**config.mk**
```make
export PLATFORM = sky130hd
export DESIGN_NAME = fexp_delay
export DESIGN_NICKNAME = d
export VERILOG_FILES = /design/src/rtl/core/fexp_delay.sv
export SDC_FILE = /design/constraint.sdc
export NUM_CORES = 1
export LEC_CHECK = 0
export BUFFER_PORTS_ARGS = -buffer_cell sky130_fd_sc_hd__buf_2
export CELL_PAD_IN_SITES_DETAIL_PLACEMENT = 1
export CELL_PAD_IN_SITES_GLOBAL_PLACEMENT = 1
export CORE_MARGIN = 4
export CORE_UTILIZATION = 25
export DETAILED_ROUTE_END_ITERATION = 8
export GPL_ROUTABILITY_DRIVEN = 0
export PLACE_DENSITY = 0.85
export SYNTH_ARGS = -nofsm -noshare
export SYNTH_HDL_FRONTEND = slang
export SYNTH_SLANG_ARGS = --single-unit
```
**constraint.sdc**
```tcl
create_clock -name i_clk -period 0.8 [get_ports i_clk]
set_input_delay 0.04 -clock i_clk [delete_from_list [all_inputs] [get_ports i_clk]]
set_output_delay 0.04 -clock i_clk [all_outputs]
set_load 0.005 [all_outputs]
```
**src/rtl/core/fexp_delay.sv**
```systemverilog
// shift line of registers that carries an operand alongside the arithmetic cells
module fexp_delay #(
    parameter int W = 32,
    parameter int D = 1
) (
    input  logic         i_clk,
    input  logic [W-1:0] i_d,
    output logic [W-1:0] o_q
);

    logic [W-1:0] r_tap [D];

    always_ff @(posedge i_clk) begin
        r_tap[0] <= i_d;
        for (int i = 1; i < D; i++) begin
            r_tap[i] <= r_tap[i-1];
        end
    end

    assign o_q = r_tap[D-1];

endmodule

```
# Word level (Yosys, flattened, before mapping)

Memory sizes are Yosys's and may differ from the RTL's.
Cells that the tools add are included.

Div/mod/pow operators: 0
Reduce and logical (&&, ||, !) cells: 0
Order comparisons: 0
Eq/ne operators: 0
Shifts and indexed selects: 0
Multiply operators: 0
Bitwise operators: 0
Multiplexer cells: 0
Add/sub/neg operators: 0

Memory bits (read-only): 0
Register bits: 0
Latch bits: 0
Memories kept: 1
Bits in writable memories: 32
Output and inout bits: 32
Input port bits: 33
Word-level logic and storage cells: 1

Memories:

| memory | words | width | read ports | clocked after Yosys merged registers in | write ports | line | source |
|---|---|---|---|---|---|---|---|
| r_tap  | 1     | 32    | 1          | 0                                       | 1           | 11   | `logic [W-1:0] r_tap [D];` |

# Longest topological paths before layout

Gate-level depths: netlist of the first run.

Depth in word-level cells: 0
Gate-level depth with buffers: 0
Mapped depth without buffers: 0

# Worst setup path before layout of the first run

Ideal clock, no wire load.

Path type: flip-flop to output port
Start point: memory r_tap[0][0]
End point: output port o_q[0]
Stages on the path, launching flop included: 1
Data arrival time: 0.298 ns
Slack: 0.462 ns
Path buffers: 0
Cell sequence: dfxtp_1

RTL lines:

| what               | line | source |
|---|---|---|
| start: declaration | 11   |  |
| end: declaration   | 8    | `output logic [W-1:0] o_q` |

==> results.toml, run 1 <==
[synth]
synth_area_per_cell_um2 = 20.0
synth.distinct_cells = 1
async_flop_share = 0
yosys.cell_count.top_type = "dfxtp_1"
synthAdderAreaFrac = 0
synth_enable_flop_cells = 0
ys_ff_latch = 32
yosysWarnings = 0
synth_compound_area_frac = 0
ys.flop_type = "dfxtp_1"
synthXorXnorAreaFrac = 0
synth_mux_area_frac = 0
synth_fp_nets = 65
synth_area_leaders = "dfxtp_1 (100%)"
yosys.area_share.simple = 0
synth_top_cell_by_area = "dfxtp_1"
netlist_area_um2 = 641
postSynthCellCount = 32
yosysSeqAreaShare = 1.00
yosysTopAreaCellShare = 1.00
synth_common_cells = "dfxtp_1 (32)"

[detailed_routing]
drc_errors = 0
detail-route-antenna-nets = 0
via_per_inst = 3.82
dr.pass1.iters = 2
vias = 630
wl_um = 2170
drtIter0Drc = 8
post_drt_wl_per_cell_um = 13.1

[floorplan]
die_y_um = 58.6
die_w_um = 58.6
initial_core_util = 0.261
ios = 65
dieArea_um2 = 3440
core_area_um2 = 2450
num_rows = 18

[timing]
relSlewSlack = 0.937
worst_pin_slew_ns = 0.0945
slew_viol_final = 0
setup_violations = 1
rsz0062_at_grt = "yes"
fmax_ghz = 1.24
whs_ns = 0.346
layout_min_cycle_time_ns = 0.807
worst_slack_ns = -0.00705
post-route-period-util = 1.01
hold_violations = 0

[final_layout]
largest_reg_flops = 32
regArea_um2 = 654
antenna_cells = 0
area_growth_pct = 124
final_cells = 165
multi_input_comb_cells = 0
multi_input_area_um2 = 0
largest-register = "r_tap"
layout-drive-gt1-share = 0.600
fillers = 259
nets = 168
largestRegisters = "r_tap (32)"

[clocking]
clk_pin_slew_worst_paths_ns = 0.09
clk_path_buf_depth = 2
cts-htree-levels = 2
root_buffer = "clkbuf_4"
cts_tree = "built"
cts_buffers = 5
numClockSinks = 32

[grt]
antenna_found_initial = 0
grt_pass1_wl_um = 3370
grt_usage = 0.141
grt_max_degree = 10
overflow = 0
grt_pass1_vias = 708

[setup_path]
path_buf_inv = 1
required_ns = 0.76
cp-end-kind = "output pin"
critPathArrivalTime_ns = 0.77
crit_chain = "buf_6"
cp-start-kind = "flop"
crit_slowest_cell = "dfxtp_2"
critPathTopFamily = "flip-flops"
path_max_fanout = 1
crit_type = "reg -> out"
cp_slowest_stage_delay_ns = 0.34

[status]
violations = "negative setup slack"
outcome = "finished with violations"

[placed_design]
dp_hpwl_um = 1340
post-place-ws_ns = 0.335
place_inst = 126
port_buffers = 64

[worst_hold_path]
min_path_cells = 2
hp-start = "i_d[23]"
worstHoldEndpoint = "r_tap[0][23]"
min_path_type = "in -> reg"

[power]
ir_drop_v = 0.00151
p_leak_uw = 0.000703
power.density_nw_per_um2 = 1990

[job]
maxCapViolCount = 0
## worst max-delay path by stage
stage	end	slack (ns)	from	depth (start not counted)
CTS	o_q[17]	-0.03	r_tap[0][17]	1
global route	o_q[17]	-0.06	r_tap[0][17]	1
global placement	o_q[18]	0.36	r_tap[0][18]	1
detailed placement	o_q[17]	0.34	r_tap[0][17]	1
floorplan	o_q[0]	0.46	r_tap[0][0]	0
finish	o_q[17]	-0.007	r_tap[0][17]	1
## layer usage
metal  global-route usage  up-vias  wire length, um
li1                     -      302                -
met1                0.135      274              727
met2                0.244       47             1120
met3               0.0855        7              287
met4               0.0583        0               36
met5                    0        -                0
## stage by stage
step                      utilization  total power, uW  cell area (um^2)   TNS, ns
after global routing            0.585             3030              1440     -1.17
after floorplan                     -             1750               641         0
after global placement          0.407             1900               998         0
after detailed placement        0.407             1910               998         0
after CTS                       0.557             2850              1370    -0.159
final                           0.585             2850              1440  -0.00705
## power by group
group	switching (uW)	internal (uW)
sequential	25.9	1680
combinational	85.8	235
clock	496	323
total	608	2240
## kinds of logic after synthesis
kind of cell / after synthesis
flops: 32
## layout by cell type, fill, tap and decap left out
cell            n
dlygate4sd3_1  32
clkbuf_1        1
buf_6           9
clkinv_2        1
dfxtp_2        11
buf_2          55
clkbuf_4        5
dfxtp_1        21
## layout make-up
class / instances / area share
clock inverter: 1 / 0.00349
sequential: 32 / 0.456
clock buffer: 6 / 0.0288
timing repair buffer: 96 / 0.486
tap: 30 / 0.0262
## what timing repair did
| action | in CTS | in global routing |
|---|---|---|
| hold endpoints to repair | 32 | 0 |
| cloned | 0 | 0 |
| setup endpoints to repair | 19 | 32 |
| setup buffers | 0 | 0 |
| hold buffers | 32 | 0 |
| gates resized for setup | 1 | 19 |
(Power assumes the default switching activity.)
==> inputs of run 2 (changes only) <==
--- a/config.mk
+++ b/config.mk
@@ -9,10 +9,11 @@
 export CELL_PAD_IN_SITES_DETAIL_PLACEMENT = 1
 export CELL_PAD_IN_SITES_GLOBAL_PLACEMENT = 1
 export CORE_MARGIN = 4
-export CORE_UTILIZATION = 25
+export CORE_UTILIZATION = 27
+export CTS_BUF_LIST = sky130_fd_sc_hd__clkbuf_4
 export DETAILED_ROUTE_END_ITERATION = 8
 export GPL_ROUTABILITY_DRIVEN = 0
-export PLACE_DENSITY = 0.85
+export PLACE_DENSITY = 0.91
 export SYNTH_ARGS = -nofsm -noshare
 export SYNTH_HDL_FRONTEND = slang
 export SYNTH_SLANG_ARGS = --single-unit
==> run 2 against run 1 <==
Against the previous run:
- the flow still finishes with violations (negative setup slack)
- first-iteration DRC count is 100% lower
- clock-buffer cell count is 1 lower
- die area is 6.4% lower
- setup slack better by 0.0061 ns
- global-route usage is 0.38 points higher
- sequential cell count stayed put
- non-clock buffer count stayed put
- core utilization is 3.4 points higher
- clock power is 3.9% lower
==> results.toml, run 2 (synthesis gave the netlist of run 1 again) <==
[final_layout]
layout_common_cells = "buf_2 (62), dlygate4sd3_1 (32), dfxtp_1 (25)"
largestRegisters = "r_tap (32)"
fin_util = 0.619
final_common_cell = "buf_2"
largest_reg_flops = 32
layout-drive-gt1-share = 0.563
fillers = 247
nets = 168
multi_input_comb_cells = 0
antenna_cells = 0
final_cells = 163
multi_input_area_um2 = 0
largest-register = "r_tap"
area_growth_pct = 116

[placed_design]
port_buffers = 64
post-place-ws_ns = 0.341
dp_hpwl_um = 1330
place_inst = 124

[clocking]
root_buffer = "clkbuf_4"
cts_buffers = 5
cts_tree = "built"
numClockSinks = 32
clk_pin_slew_worst_paths_ns = 0.09
clk_path_buf_depth = 2
cts_setup_buffers = 0
cts-htree-levels = 2

[timing]
rsz0062_at_grt = "yes"
relSlewSlack = 0.940
post-route-period-util = 1.00
worst_pin_slew_ns = 0.0903
layout_min_cycle_time_ns = 0.801
whs_ns = 0.351
slew_viol_final = 0
setup_violations = 1
hold_violations = 0
fmax_ghz = 1.25
worst_slack_ns = -0.000992

[floorplan]
dieArea_um2 = 3220
die_w_um = 56.7
initial_core_util = 0.287
ios = 65
num_rows = 17
die_y_um = 56.7
core_area_um2 = 2230

[setup_path]
path_buf_inv = 1
critPathTopFamily = "flip-flops"
cp_slowest_stage_delay_ns = 0.33
cp-start-kind = "flop"
crit_slowest_cell = "dfxtp_2"
critPathArrivalTime_ns = 0.76
crit_type = "reg -> out"
required_ns = 0.76
cp-end-kind = "output pin"
path_max_fanout = 1
crit_chain = "buf_2"

[status]
outcome = "finished with violations"
violations = "negative setup slack"

[grt]
overflow = 0
grt_usage = 0.145
grt_max_degree = 10
grt_pass1_wl_um = 3350
antenna_found_initial = 0
grt_pass1_vias = 728

[detailed_routing]
post_drt_wl_per_cell_um = 12.9
drc_errors = 0
drtIter0Drc = 0
detail-route-antenna-nets = 0
dr.pass1.iters = 1
wl_um = 2110
vias = 628
via_per_inst = 3.85

[power]
power_uw = 2790
ir_drop_v = 0.00126
p_leak_uw = 0.000686
power.density_nw_per_um2 = 2020

[worst_hold_path]
min_path_type = "in -> reg"

[job]
maxCapViolCount = 0
-- run 2: changes by cell type in the layout (fill, tap and decap cells not counted), sizes merged --
| cell | delta |
|---|---|
| clkbuf | -1 |
| clkinv | +1 |
-- run 2: through the flow --
step | TNS [ns] | cell area, um^2
after CTS | -0.0211 | 1360
final | -0.000992 | 1380
after global placement | 0 | 996
after detailed placement | 0 | 996
after global routing | -1.15 | 1380
after floorplan | 0 | 641
-- run 2: area by class of cell --
class | count | area [um^2] | area share
tap | 28 | 35.0 | 0.0253
timing repair buffer | 96 | 653 | 0.472
clock buffer | 5 | 37.5 | 0.0271
clock inverter | 2 | 7.51 | 0.00543
sequential | 32 | 649 | 0.470
-- run 2: path summary, 6_finish.rpt --
path                         start           end  cells past startpoint  slack, ns
worst max-delay path  r_tap[0][31]       o_q[31]                      1     -0.001
worst min-delay path       i_d[16]  r_tap[0][16]                      2       0.35
-- run 2: per-layer routing --
metal  vias up  wire length [um]  share of wire  GRT usage
met5         -                 0              0          0
met4         0                29          0.014     0.0712
met3         4               292           0.14      0.103
met2        46              1040           0.49      0.231
met1       277               749           0.35      0.139
li1        301                 -              -          -
-- run 2: where the power goes --
part / total [uW] / switching [uW] / internal [uW]
logic: 300 / 85.5 / 215
clock network: 787 / 481 / 306
registers: 1700 / 20.0 / 1680
-- run 2: timing repair --
action | in CTS | in global routing
setup endpoints to repair | 5 | 32
resized for setup | 1 | 8
hold buffers | 32 | 0
hold endpoints to repair | 32 | 0
==> inputs of run 3 (changes only) <==
--- a/config.mk
+++ b/config.mk
@@ -9,11 +9,11 @@
 export CELL_PAD_IN_SITES_DETAIL_PLACEMENT = 1
 export CELL_PAD_IN_SITES_GLOBAL_PLACEMENT = 1
 export CORE_MARGIN = 4
-export CORE_UTILIZATION = 27
+export CORE_UTILIZATION = 25
 export CTS_BUF_LIST = sky130_fd_sc_hd__clkbuf_4
 export DETAILED_ROUTE_END_ITERATION = 8
 export GPL_ROUTABILITY_DRIVEN = 0
-export PLACE_DENSITY = 0.91
+export PLACE_DENSITY = 0.85
 export SYNTH_ARGS = -nofsm -noshare
 export SYNTH_HDL_FRONTEND = slang
 export SYNTH_SLANG_ARGS = --single-unit
==> constraint.sdc (replaced) <==
create_clock -name i_clk -period 0.9 [get_ports i_clk]
set_input_delay 0.045 -clock i_clk [delete_from_list [all_inputs] [get_ports i_clk]]
set_output_delay 0.045 -clock i_clk [all_outputs]
set_load 0.005 [all_outputs]
==> run 3 against run 2 <==
Against the previous run:
- the flow now finishes without violations
- sequential share of layout area is 0.17 points lower
- first-iteration DRC count increased by 6
- worst hold slack worse by 0.00088 ns
- clock-buffer cell count increased by 1
- highest routed layer unchanged
- design area decreased by 1.0%
- sequential power down 11%
- critical endpoint is now o_q[17]
- setup slack better by 0.082 ns
==> results.toml, run 3 (synthesis gave the netlist of run 1 again) <==
[final_layout]
multi_input_comb_cells = 0
area_growth_pct = 114
fillers = 264
antenna_cells = 0
largest-register = "r_tap"
layout-drive-gt1-share = 0.526
final_common_cell = "buf_2"
final_cell_area_um2 = 1370
nets = 168
largest_reg_flops = 32
layout_common_cells = "buf_2 (64), dlygate4sd3_1 (32), dfxtp_1 (32)"
largestRegisters = "r_tap (32)"
multi_input_area_um2 = 0

[timing]
worst_slack_ns = 0.0813
worst_pin_slew_ns = 0.0946
rsz0062_at_grt = "no"
fmax_ghz = 1.22
whs_ns = 0.350
post-route-period-util = 0.910
layout_min_cycle_time_ns = 0.819
tns_ns = 0
hold_violations = 0
relSlewSlack = 0.937
slew_viol_final = 0
setup_violations = 0

[placed_design]
post-place-ws_ns = 0.430
port_buffers = 64
place_area_um2 = 998
dp_hpwl_um = 1340

[grt]
overflow = 0
grt_pass1_wl_um = 3370
use_met1 = 0.135
busiest_layer = "met2"
grt_pass1_vias = 708
antenna_found_initial = 0
gr-usage-met2 = 0.244
grt_max_degree = 10
grt_usage = 0.141
gr-usage-met3 = 0.0855

[setup_path]
crit_chain = "buf_2"
cp-end-kind = "output pin"
required_ns = 0.85
cp.depth = 1
crit_slowest_cell = "dfxtp_1"
critPathArrivalTime_ns = 0.77
path_buf_inv = 1
critPathTopFamily = "flip-flops"
cp-start-kind = "flop"
crit_type = "reg -> out"
cp_slowest_stage_delay_ns = 0.34
path_max_fanout = 1

[clocking]
numClockSinks = 32
root_buffer = "clkbuf_4"
cts_buffers = 5
cts-htree-levels = 2
clk_pin_slew_worst_paths_ns = 0.09
clk_path_buf_depth = 2
ctsResizeCount = 0
cts_tree = "built"

[power]
power.density_nw_per_um2 = 1850
p_leak_uw = 0.000687
power_uw = 2530
ir_drop_v = 0.00125

[floorplan]
die_y_um = 58.6
core_area_um2 = 2450
ios = 65
dieArea_um2 = 3440
initial_core_util = 0.261
num_rows = 18
die_w_um = 58.6

[job]
maxCapViolCount = 0

[status]
outcome = "complete, no violations"

[detailed_routing]
vias = 629
drc_errors = 0
via_per_inst = 3.81
dr.pass1.iters = 2
post_drt_wl_per_cell_um = 13.0
detail-route-antenna-nets = 0
drtIter0Drc = 6
wl_um = 2150

[worst_hold_path]
min_path_cells = 2
min_path_type = "in -> reg"
[run 3: power breakdown]
group | total, uW | internal [uW] | switching (uW) | leakage (uW)
Clock | 760 | 317 | 442 | 0.0000315
Sequential | 1510 | 1490 | 17.4 | 0.000270
Combinational | 263 | 186 | 76.8 | 0.000385
Total | 2530 | 1990 | 537 | 0.000687
[run 3: final timing paths]
kind	from	to	slack, ns
setup / recovery	r_tap[0][17]	o_q[17]	0.08
hold / removal	i_d[23]	r_tap[0][23]	0.35
[run 3: stage by stage]
stage                     utilization  cells
after floorplan                     -     32
after global placement          0.407    126
after detailed placement        0.407    126
after CTS                       0.558    165
after global routing            0.558    165
final                           0.558    165
[run 3: layout make-up]
cell class	instances	area, um^2	area share
flip-flops and latches	32	641	0.468
clock buffers	6	45.0	0.0329
clock inverters	1	5.00	0.00366
repair buffers	96	641	0.468
well taps	30	37.5	0.0274
[run 3: routing by layer]
metal / wire (um) / vias to the layer above
li1: - / 302
met1: 743 / 273
met2: 1080 / 47
met3: 286 / 7
met4: 36 / 0
met5: 0 / -
[run 3: timing repair]
action | 4_1_cts | 5_1_grt
hold buffers | 32 | 0
hold endpoints to repair | 32 | 0
setup endpoints to repair | 0 | 0
setup buffers | 0 | 0
