==> config.mk <==
export PLATFORM = sky130hd
export DESIGN_NAME = fexp_fma
export DESIGN_NICKNAME = d
export VERILOG_FILES = /design/src/rtl/core/fexp_pkg.sv /design/src/rtl/core/fexp_fma.sv
export SDC_FILE = /design/constraint.sdc
export NUM_CORES = 2
export LEC_CHECK = 0
export BUFFER_PORTS_ARGS = -buffer_cell sky130_fd_sc_hd__buf_4
export CORE_AREA = 3 3 465 467
export DETAILED_ROUTE_END_ITERATION = 7
export DIE_AREA = 0 0 468 470
export SYNTH_ARGS = -nofsm -noshare
export SYNTH_HDL_FRONTEND = slang
export SYNTH_SLANG_ARGS = --single-unit
==> constraint.sdc <==
create_clock -name i_clk -period 13.7 [get_ports i_clk]
set_input_delay 4.11 -clock i_clk [delete_from_list [all_inputs] [get_ports i_clk]]
set_output_delay 4.11 -clock i_clk [all_outputs]
set_load 0.02 [all_outputs]
==> src/rtl/core/fexp_pkg.sv <==
// shared constants for the single-precision exponential pipeline
package fexp_pkg;

    // pipeline depth of one fused multiply-add cell
    localparam int FMA_LAT = 4;

    localparam logic [31:0] F_CLAMP_HI  = 32'h42B0C0A5;
    localparam logic [31:0] F_CLAMP_LO  = 32'hC2B0C0A5;
    localparam logic [31:0] F_LOG2E     = 32'h3FB8AA3B;
    localparam logic [31:0] F_LN2_HI    = 32'h3F318000;
    localparam logic [31:0] F_LN2_LO    = 32'hB95E8083;
    localparam logic [31:0] F_PC0       = 32'h39506967;
    localparam logic [31:0] F_PC1       = 32'h3AB743CE;
    localparam logic [31:0] F_PC2       = 32'h3C088908;
    localparam logic [31:0] F_PC3       = 32'h3D2AA9C1;
    localparam logic [31:0] F_PC4       = 32'h3E2AAAAA;
    localparam logic [31:0] F_HALF      = 32'h3F000000;
    localparam logic [31:0] F_ONE       = 32'h3F800000;
    localparam logic [31:0] F_NEG_ZERO  = 32'h80000000;
    localparam logic [31:0] F_QNAN      = 32'h7FC00000;
    localparam logic [8:0]  EXP_BIAS    = 9'h07F;

endpackage

==> src/rtl/core/fexp_fma.sv <==
// four-stage fused multiply-add cell, round to nearest even, subnormals kept
module fexp_fma
    import fexp_pkg::*;
(
    input  logic        i_clk,
    input  logic [31:0] i_a,
    input  logic [31:0] i_b,
    input  logic [31:0] i_c,
    output logic [31:0] o_y
);

    // right shift that folds every lost bit into one sticky bit
    function automatic logic [77:0] shr_sticky(input logic [76:0] v, input logic [11:0] amt);
        logic [76:0] mask;
        logic [76:0] res;
        logic        lost;
        if (amt >= 12'd77) begin
            res  = '0;
            lost = |v;
        end else begin
            mask = (77'(1) << amt) - 77'(1);
            res  = v >> amt;
            lost = |(v & mask);
        end
        return {res, lost};
    endfunction

    // stage 1: unpack and multiply
    logic [7:0]  w_ea, w_eb, w_ec;
    logic [23:0] w_ma, w_mb, w_mc;
    logic        w_sp, w_sc;
    logic        w_anan, w_bnan, w_cnan, w_ainf, w_binf, w_cinf, w_pinf;

    assign w_ea = (i_a[30:23] == 8'd0) ? 8'd1 : i_a[30:23];
    assign w_eb = (i_b[30:23] == 8'd0) ? 8'd1 : i_b[30:23];
    assign w_ec = (i_c[30:23] == 8'd0) ? 8'd1 : i_c[30:23];
    assign w_ma = {i_a[30:23] != 8'd0, i_a[22:0]};
    assign w_mb = {i_b[30:23] != 8'd0, i_b[22:0]};
    assign w_mc = {i_c[30:23] != 8'd0, i_c[22:0]};
    assign w_sp = i_a[31] ^ i_b[31];
    assign w_sc = i_c[31];
    assign w_anan = (i_a[30:23] == 8'hFF) && (i_a[22:0] != 23'd0);
    assign w_bnan = (i_b[30:23] == 8'hFF) && (i_b[22:0] != 23'd0);
    assign w_cnan = (i_c[30:23] == 8'hFF) && (i_c[22:0] != 23'd0);
    assign w_ainf = (i_a[30:0] == 31'h7F800000);
    assign w_binf = (i_b[30:0] == 31'h7F800000);
    assign w_cinf = (i_c[30:0] == 31'h7F800000);
    assign w_pinf = w_ainf | w_binf;

    logic [47:0] r1_p;
    logic [10:0] r1_topp, r1_topc;
    logic [23:0] r1_mc;
    logic        r1_sp, r1_sc, r1_pz, r1_cz, r1_nan, r1_inf, r1_infs;

    always_ff @(posedge i_clk) begin
        r1_p    <= w_ma * w_mb;
        r1_topp <= 11'({3'b0, w_ea}) + 11'({3'b0, w_eb}) - 11'd253;
        r1_topc <= 11'({3'b0, w_ec}) - 11'd127;
        r1_mc   <= w_mc;
        r1_sp   <= w_sp;
        r1_sc   <= w_sc;
        r1_pz   <= (w_ma == 24'd0) || (w_mb == 24'd0);
        r1_cz   <= (w_mc == 24'd0);
        r1_nan  <= w_anan | w_bnan | w_cnan
                 | (w_ainf & (w_mb == 24'd0)) | (w_binf & (w_ma == 24'd0))
                 | (w_pinf & w_cinf & (w_sp != w_sc));
        r1_inf  <= w_pinf | w_cinf;
        r1_infs <= w_pinf ? w_sp : w_sc;
    end

    // stage 2: align the smaller operand and add
    logic [10:0] w_d, w_amt, w_top;
    logic        w_pdom, w_sbig, w_ssm, w_neg, w_sign;
    logic [75:0] w_big, w_small, w_aln;
    logic [77:0] w_shr, w_sum;
    logic [76:0] w_mag;

    always_comb begin
        w_d    = r1_topp - r1_topc;
        w_pdom = r1_cz | (!r1_pz & !w_d[10]);
        if (w_pdom) begin
            w_big   = {r1_p, 28'd0};
            w_sbig  = r1_sp;
            w_small = r1_cz ? 76'd0 : {r1_mc, 52'd0};
            w_ssm   = r1_sc;
            w_amt   = w_d;
            w_top   = r1_topp;
        end else begin
            w_big   = {r1_mc, 52'd0};
            w_sbig  = r1_sc;
            w_small = {r1_p, 28'd0};
            w_ssm   = r1_sp;
            w_amt   = 11'd0 - w_d;
            w_top   = r1_topc;
        end
        w_shr = shr_sticky({1'b0, w_small}, {1'b0, w_amt});
        w_aln = w_shr[76:1] | {75'd0, w_shr[0]};
        if (w_sbig == w_ssm) begin
            w_sum  = {2'b0, w_big} + {2'b0, w_aln};
            w_neg  = 1'b0;
            w_mag  = w_sum[76:0];
            w_sign = w_sbig;
        end else begin
            w_sum  = {2'b0, w_big} - {2'b0, w_aln};
            w_neg  = w_sum[77];
            w_mag  = w_neg ? 77'(78'd0 - w_sum) : w_sum[76:0];
            w_sign = w_neg ? w_ssm : w_sbig;
        end
        // exact cancellation gives +0 unless both addends carry the minus sign
        if (w_mag == 77'd0) begin
            w_sign = (r1_sp == r1_sc) ? r1_sp : 1'b0;
        end
    end

    logic [76:0] r2_mag;
    logic [10:0] r2_top;
    logic        r2_sign, r2_nan, r2_inf, r2_infs;

    always_ff @(posedge i_clk) begin
        r2_mag  <= w_mag;
        r2_top  <= w_top;
        r2_sign <= w_sign;
        r2_nan  <= r1_nan;
        r2_inf  <= r1_inf;
        r2_infs <= r1_infs;
    end

    // stage 3: leading one search and normalizing shift
    logic [6:0]  w_lead;
    logic [11:0] w_be, w_ssub, w_ramt;
    logic [9:0]  w_ebase;
    logic [76:0] w_norm;
    logic        w_st;
    logic [77:0] w_rsh;

    always_comb begin
        w_lead = 7'd0;
        for (int i = 0; i < 77; i++) begin
            if (r2_mag[i]) begin
                w_lead = 7'(i);
            end
        end
        w_be   = {r2_top[10], r2_top} + {5'd0, w_lead} + 12'd52;
        w_ssub = {r2_top[10], r2_top} + 12'd127;
        w_ramt = 12'd0 - w_ssub;
        w_rsh  = shr_sticky(r2_mag, w_ramt);
        if (!w_be[11] && (w_be != 12'd0)) begin
            w_norm  = r2_mag << (7'd76 - w_lead);
            w_st    = 1'b0;
            w_ebase = 10'(w_be - 12'd1);
        end else if (!w_ssub[11]) begin
            // result falls in the subnormal range
            w_norm  = r2_mag << w_ssub[6:0];
            w_st    = 1'b0;
            w_ebase = 10'd0;
        end else begin
            w_norm  = w_rsh[77:1];
            w_st    = w_rsh[0];
            w_ebase = 10'd0;
        end
    end

    logic [76:0] r3_norm;
    logic [9:0]  r3_ebase;
    logic        r3_st, r3_zero, r3_sign, r3_nan, r3_inf, r3_infs;

    always_ff @(posedge i_clk) begin
        r3_norm  <= w_norm;
        r3_ebase <= w_ebase;
        r3_st    <= w_st;
        r3_zero  <= (r2_mag == 77'd0);
        r3_sign  <= r2_sign;
        r3_nan   <= r2_nan;
        r3_inf   <= r2_inf;
        r3_infs  <= r2_infs;
    end

    // stage 4: round and pack
    logic [23:0] w_mant;
    logic        w_rnd, w_stk, w_inc;
    logic [33:0] w_pack;
    logic [31:0] w_res;

    always_comb begin
        w_mant = r3_norm[76:53];
        w_rnd  = r3_norm[52];
        w_stk  = (|r3_norm[51:0]) | r3_st;
        w_inc  = w_rnd & (w_stk | w_mant[0]);
        w_pack = {1'b0, r3_ebase, 23'd0} + {10'd0, w_mant} + {33'd0, w_inc};
        if (r3_nan) begin
            w_res = F_QNAN;
        end else if (r3_inf) begin
            w_res = {r3_infs, 31'h7F800000};
        end else if (r3_zero) begin
            w_res = {r3_sign, 31'd0};
        end else if (w_pack >= 34'h07F800000) begin
            w_res = {r3_sign, 31'h7F800000};
        end else begin
            w_res = {r3_sign, w_pack[30:0]};
        end
    end

    always_ff @(posedge i_clk) begin
        o_y <= w_res;
    end

endmodule

# Word-level counts from Yosys, hierarchy flattened
# Cells that the tools add are included.
[op_classes] add_sub_neg=18 mul=1 div_mod_pow=0 order_cmp=3 n_eq_ne=9 shift=6 muxes=102 n_bitwise=21 n_reduce_logical=31
[op_table] op="$mux 7" n=75
[op_table] op="$mux 77" n=5
[op_table] op="$mux 76" n=4
[op_table] op="$reduce_or 77->1" n=3
[op_table] op="$logic_not 77->1" n=2
[op_table] op="$shl 77x7->77" n=2
[op_table] op="$sub 77x2->77 const B" n=2
[op_table] op="$eq 31x31->1 const B" n=3
[op_table] op="$add 76x76->77" n=1
[op_table] op="$and 76x77->77" n=1
[op_table] op="$and 77x77->77" n=1
[op_table] op="$shl 1x11->77 const A" n=1
[op_table] op="$shl 1x12->77 const A" n=1
[op_table] op="$shr 77x12->77" n=1
[op_table] op="$sub 1x77->77 const A" n=1
[op_table] op="$sub 76x76->77" n=1
[op_table] op="$or 76x1->76" n=1
[op_table] op="$reduce_or 76->1" n=1
[op_table] op="$shr 76x11->76" n=1
[op_table] op="$logic_not 24->1" n=3
[op_table] op="$reduce_bool 23->1" n=3
[op_table] op="$mux 31" n=2
[op_table] op="$reduce_or 52->1" n=1
[op_table] op="$mul 24x24->48" n=1
[op_table] op="other kinds (35)" n=74
[word_totals] reg_bits=315 latch_bits=0 ram_bits=0 romBits=0 output_inout_bits=32 wordCells=219 mem_count=0

# Depth between registers and ports, before layout
[logic_depth] ltp_word=81 mapped_depth=50 mapped_depth_nobuf=45

# Worst setup path after synthesis
# No wires, ideal clock.
[synth_timing] path_type="input to register" from="input i_b[0]" to="register r1_p[46]" arrival_ps=11406 t_required_ps=13628 slack_ps=2221 stages=36 path_buffers=1 path_cell_list="clkbuf_1 > and2_1 > fa_1 > inv_1 > fa_1 > inv_1 > fa_1 > ha_1 > fa_1 > inv_1 > fa_1 > fa_1 > inv_1 > ha_1 > inv_1 > o21bai_1 > a21oi_1 > o21bai_1 > a21oi_1 > o21bai_1 > a21oi_1 > o21bai_1 > a21oi_1 > o21bai_1 > a21oi_1 > o21bai_1 > a211o_1 > a31oi_1 > a21oi_1 > a211oi_1 > nor3_1 > or3_1 > o311ai_0 > o21bai_1 > a21oi_1 > xnor2_1"
[synth_between] elab_chain_len=1
[synth_rtl] element="start, declared" line_no="fexp_fma.sv:7" rtl="input logic [31:0] i_b,"
[synth_rtl] element="$mul 24x24->48" line_no="fexp_fma.sv:56" rtl="r1_p <= w_ma * w_mb;"
[synth_rtl] element="end signal, assigned" line_no="fexp_fma.sv:56"
[synth_rtl] element="end, declared" line_no="fexp_fma.sv:50" rtl="logic [47:0] r1_p;"
# No other way between the ends.
# A chain may end at the register's enable or synchronous reset.

# Final worst setup path
[layout_timing] from="register r1_topp[0]" to="register r2_sign"
[layout_between] elab_chain_len=17
[layout_rtl] element="start, declared" line_no="fexp_fma.sv:51" rtl="logic [10:0] r1_topp, r1_topc;"
[layout_rtl] element="start signal, assigned" line_no="fexp_fma.sv:57" rtl="r1_topp <= 11'({3'b0, w_ea}) + 11'({3'b0, w_eb}) - 11'd253;"
[layout_rtl] element="$sub 10x9->11 (*)" line_no="fexp_fma.sv:79" rtl="w_d = r1_topp - r1_topc;"
[layout_rtl] element="branches (longest 15 deep; another with $sub 77x2->77)"
[layout_rtl] element="$mux 1 (*)" line_no="fexp_fma.sv:110" rtl="if (w_mag == 77'd0) begin"
[layout_rtl] element="via w_sign" line_no="fexp_fma.sv:73" rtl="logic w_pdom, w_sbig, w_ssm, w_neg, w_sign;"
[layout_rtl] element="end signal, assigned" line_no="fexp_fma.sv:122" rtl="r2_sign <= w_sign;"
[layout_rtl] element="end, declared" line_no="fexp_fma.sv:117" rtl="logic r2_sign, r2_nan, r2_inf, r2_infs;"
# Mark *: on every way through the listed nets, which the timed path passes.

==> results.py <==
metrics = {
    "floorplanning": {
        "fp.dieH_um": 470,
        "dieWidth_um": 468,
        "io_pins": 129,
        "start_util_pct": 30.0,
        "rows": 169,
        "core-area_um2": 212000,
        "dieArea_um2": 220000,
    },
    "placed_design": {
        "portBuffers": 128,
        "detailed_place_hpwl_mm": 253,
        "gp_congestion": 1.05,
    },
    "logic_synthesis": {
        "avgSynthCellArea_um2": 7.30,
        "yosys_warnings": 0,
        "ys_async_sr_fraction_pct": 0,
        "syn_nets": 9635,
        "synth_cell_types": 130,
        "synthCells": 8730,
        "synth_ff_type": "dfxtp_1",
        "synth_edf_count": 0,
        "syn_area_um2": 63700,
        "seq_area_frac_synth_pct": 9.86,
        "ys_ff_latch": 314,
    },
    "worst_setup_path": {
        "worst-path-max-fanout": 18,
        "reg2reg_depth": 38,
        "start_kind": "flip-flop",
        "cp-startpoint": "r1_topp[0]",
        "r2r-end": "r2_sign",
        "critPathMaxStageDelay_ns": 0.66,
        "cpMostUsedCell": "inv_1",
        "cp.required_ns": 14.22,
        "r2r_setup_slack_ns": 0.57,
        "regToRegStartpoint": "r1_topp[0]",
        "cp_slowest_cell": "fa_1",
        "endpoint_kind": "flip-flop",
        "cp-endpoint": "r2_sign",
        "critPathKind": "reg2reg",
        "crit_arrival_ns": 13.65,
    },
    "finish": {
        "final_common_cell": "nand2_1",
        "final_layout_size_suffix_gt1_share_pct": 8.35,
        "fin_nets": 9345,
        "areaGrowthSynthToFinish_pct": 8.01,
        "final_cell_mix": "nand2_1, inv_1, nor2_1",
    },
    "global_routing": {
        "gr-total-overflow": 0,
        "grt_pass1_vias": 65300,
        "antenna_found_initial": 8,
        "grtUsageTotal_pct": 28.3,
        "grt_pass1_wl_mm": 464,
        "grt_max_degree": 165,
    },
    "clock_network": {
        "clkSinkCount": 314,
        "cts_max_level": 2,
        "cts_setup_buffers": 0,
        "numCtsBuffers": 37,
        "cts-hold-fix-buffers": 0,
        "root_buffer": "clkbuf_16",
        "cts_resized": 0,
        "path_clk_slew_ns": 0.06,
        "cts_buffer_depth": 3,
        "clk_latency_ns": 0.64,
        "cts_tree": "built",
    },
    "sta": {
        "hold_viol": 0,
        "setup_viol": 0,
        "finalCritPeriodShare_pct": 95.8,
        "skew_ns": 0.0419,
        "tightest_slew_ns": 1.41,
        "rsz0062_at_grt": "false",
        "slew_viol_final": 0,
        "slew_headroom_pct": 5.16,
        "final.min_clock_period_ns": 13.13,
        "fin_tns_setup_ns": 0,
        "fmax_ghz": 0.0762,
    },
    "run_status": {
        "violations": "design-rule violations",
        "status": "finished with violations",
    },
    "job": {
        "cap_violations": 0,
    },
    "routing": {
        "drt-total-wl_mm": 323,
        "dr_total_vias": 68000,
        "drt-initial-drc-count": 8072,
        "dr.pass1.iters": 8,
        "viasPerCell": 6.02,
        "antenna_left": 0,
        "drc": 4,
        "wire_per_inst_um": 28.6,
    },
    "hold_path": {
        "hold_class": "reg2reg",
    },
}
==> stage by stage <==
step / area, um^2 / hold WS (ns) / instances / worst slack, ns / util [%]
after floorplan: 63700 / 0.310 / 8730 / 2.22 / -
after global placement: 67500 / 0.312 / 11200 / -0.00948 / 31.8
after detailed placement: 67500 / 0.312 / 11200 / 0.537 / 31.8
after CTS: 68800 / 0.327 / 11300 / 0.463 / 32.4
after global routing: 68800 / 0.340 / 11300 / 0.0523 / 32.4
final: 68800 / 0.320 / 11300 / 0.569 / 32.5
==> critical path, delay by kind of cell, from the launching register on <==
family                   cells  cell delay [ns]
AND/OR/NAND/NOR             16             5.86
AO/OA/AOI/OAI                8             2.99
adder cells (fa/ha/maj)      4             1.69
buffers and inverters        6             1.22
multiplexers                 2             0.53
XOR/XNOR                     2             0.37
flip-flops                   1             0.30
==> routing by layer <==
metal,up-vias,global-route usage (%),wire (um)
met1,33300,35.1,125000
met4,2,18.6,27100
met3,1000,4.62,27100
met2,3878,45.0,144000
li1,29800,-,-
met5,-,0,15
==> logic make-up (layout without fill, tap and decap cells) <==
| logic type | Yosys count | in the layout | synth area share, % |
|---|---|---|---|
| other cells | 0 | 5 | 0 |
| flops | 314 | 314 | 9.86 |
| simple gates | 3147 | 3147 | 23.5 |
| buf+inv | 1352 | 1090 | 8.34 |
| compound gates | 2227 | 2227 | 22.7 |
| mux | 569 | 569 | 9.69 |
| fa+ha+maj | 808 | 808 | 21.6 |
| xor+xnor | 313 | 313 | 4.34 |
==> flip-flops by register name (all words and copies together) (netlist names), 9 cells and up <==
name / cells
r2_top: 10
r1_topp: 10
r3_ebase: 10
o_y: 32
r2_mag: 77
r1_mc: 24
r1_p: 48
r3_norm: 77
r1_topc: 9
==> worst min path at each step <==
stage | slack (ns) | end | startpoint | depth (start not counted)
2_1_floorplan | 0.31 | r2_inf | r1_inf | 0
5_1_grt | 0.34 | r2_infs | r1_infs | 0
3_3_place_gp | 0.31 | r3_inf | r2_inf | 0
6_report | 0.32 | r3_infs | r2_infs | 0
3_5_place_dp | 0.31 | r3_inf | r2_inf | 0
4_1_cts | 0.33 | r2_infs | r1_infs | 0
==> cells in the mapped netlist (all sizes together) (54+ instances only) <==
cell    instances  area (um^2)
ha            321         4020
mux2i         449         4500
a31oi          97          668
nand2        1198         4500
buf           174          886
nor2          676         2540
mux2           91         1020
a21o           68          512
o31ai          54          438
o211ai        118          886
o22ai          86          538
clkbuf        491         1850
and2          356         2230
nor4          115          805
xnor2         233         2050
nand2b        101          632
or3            68          430
a211oi        129         1020
nand3         180          911
fa            487         9750
inv           683         2560
nor3          184          953
a22oi          63          478
nand4          66          438
a21oi         616         3100
o21bai         56          420
xor2           80          716
o21ai         534         2670
dfxtp         314         6290
==> cell type report <==
class | instances | area (um^2)
fillers | 22900 | 143000
multi-input cells | 7064 | 52600
flip-flops and latches | 314 | 6290
well taps | 2821 | 3530
repair buffers | 336 | 2540
clock buffers | 42 | 995
clock inverters | 25 | 330
diodes | 5 | 12.5
inverters | 687 | 2580
Power is not shown: default switching activity piles up to over one toggle a cycle in this logic, so the estimate is an artifact.
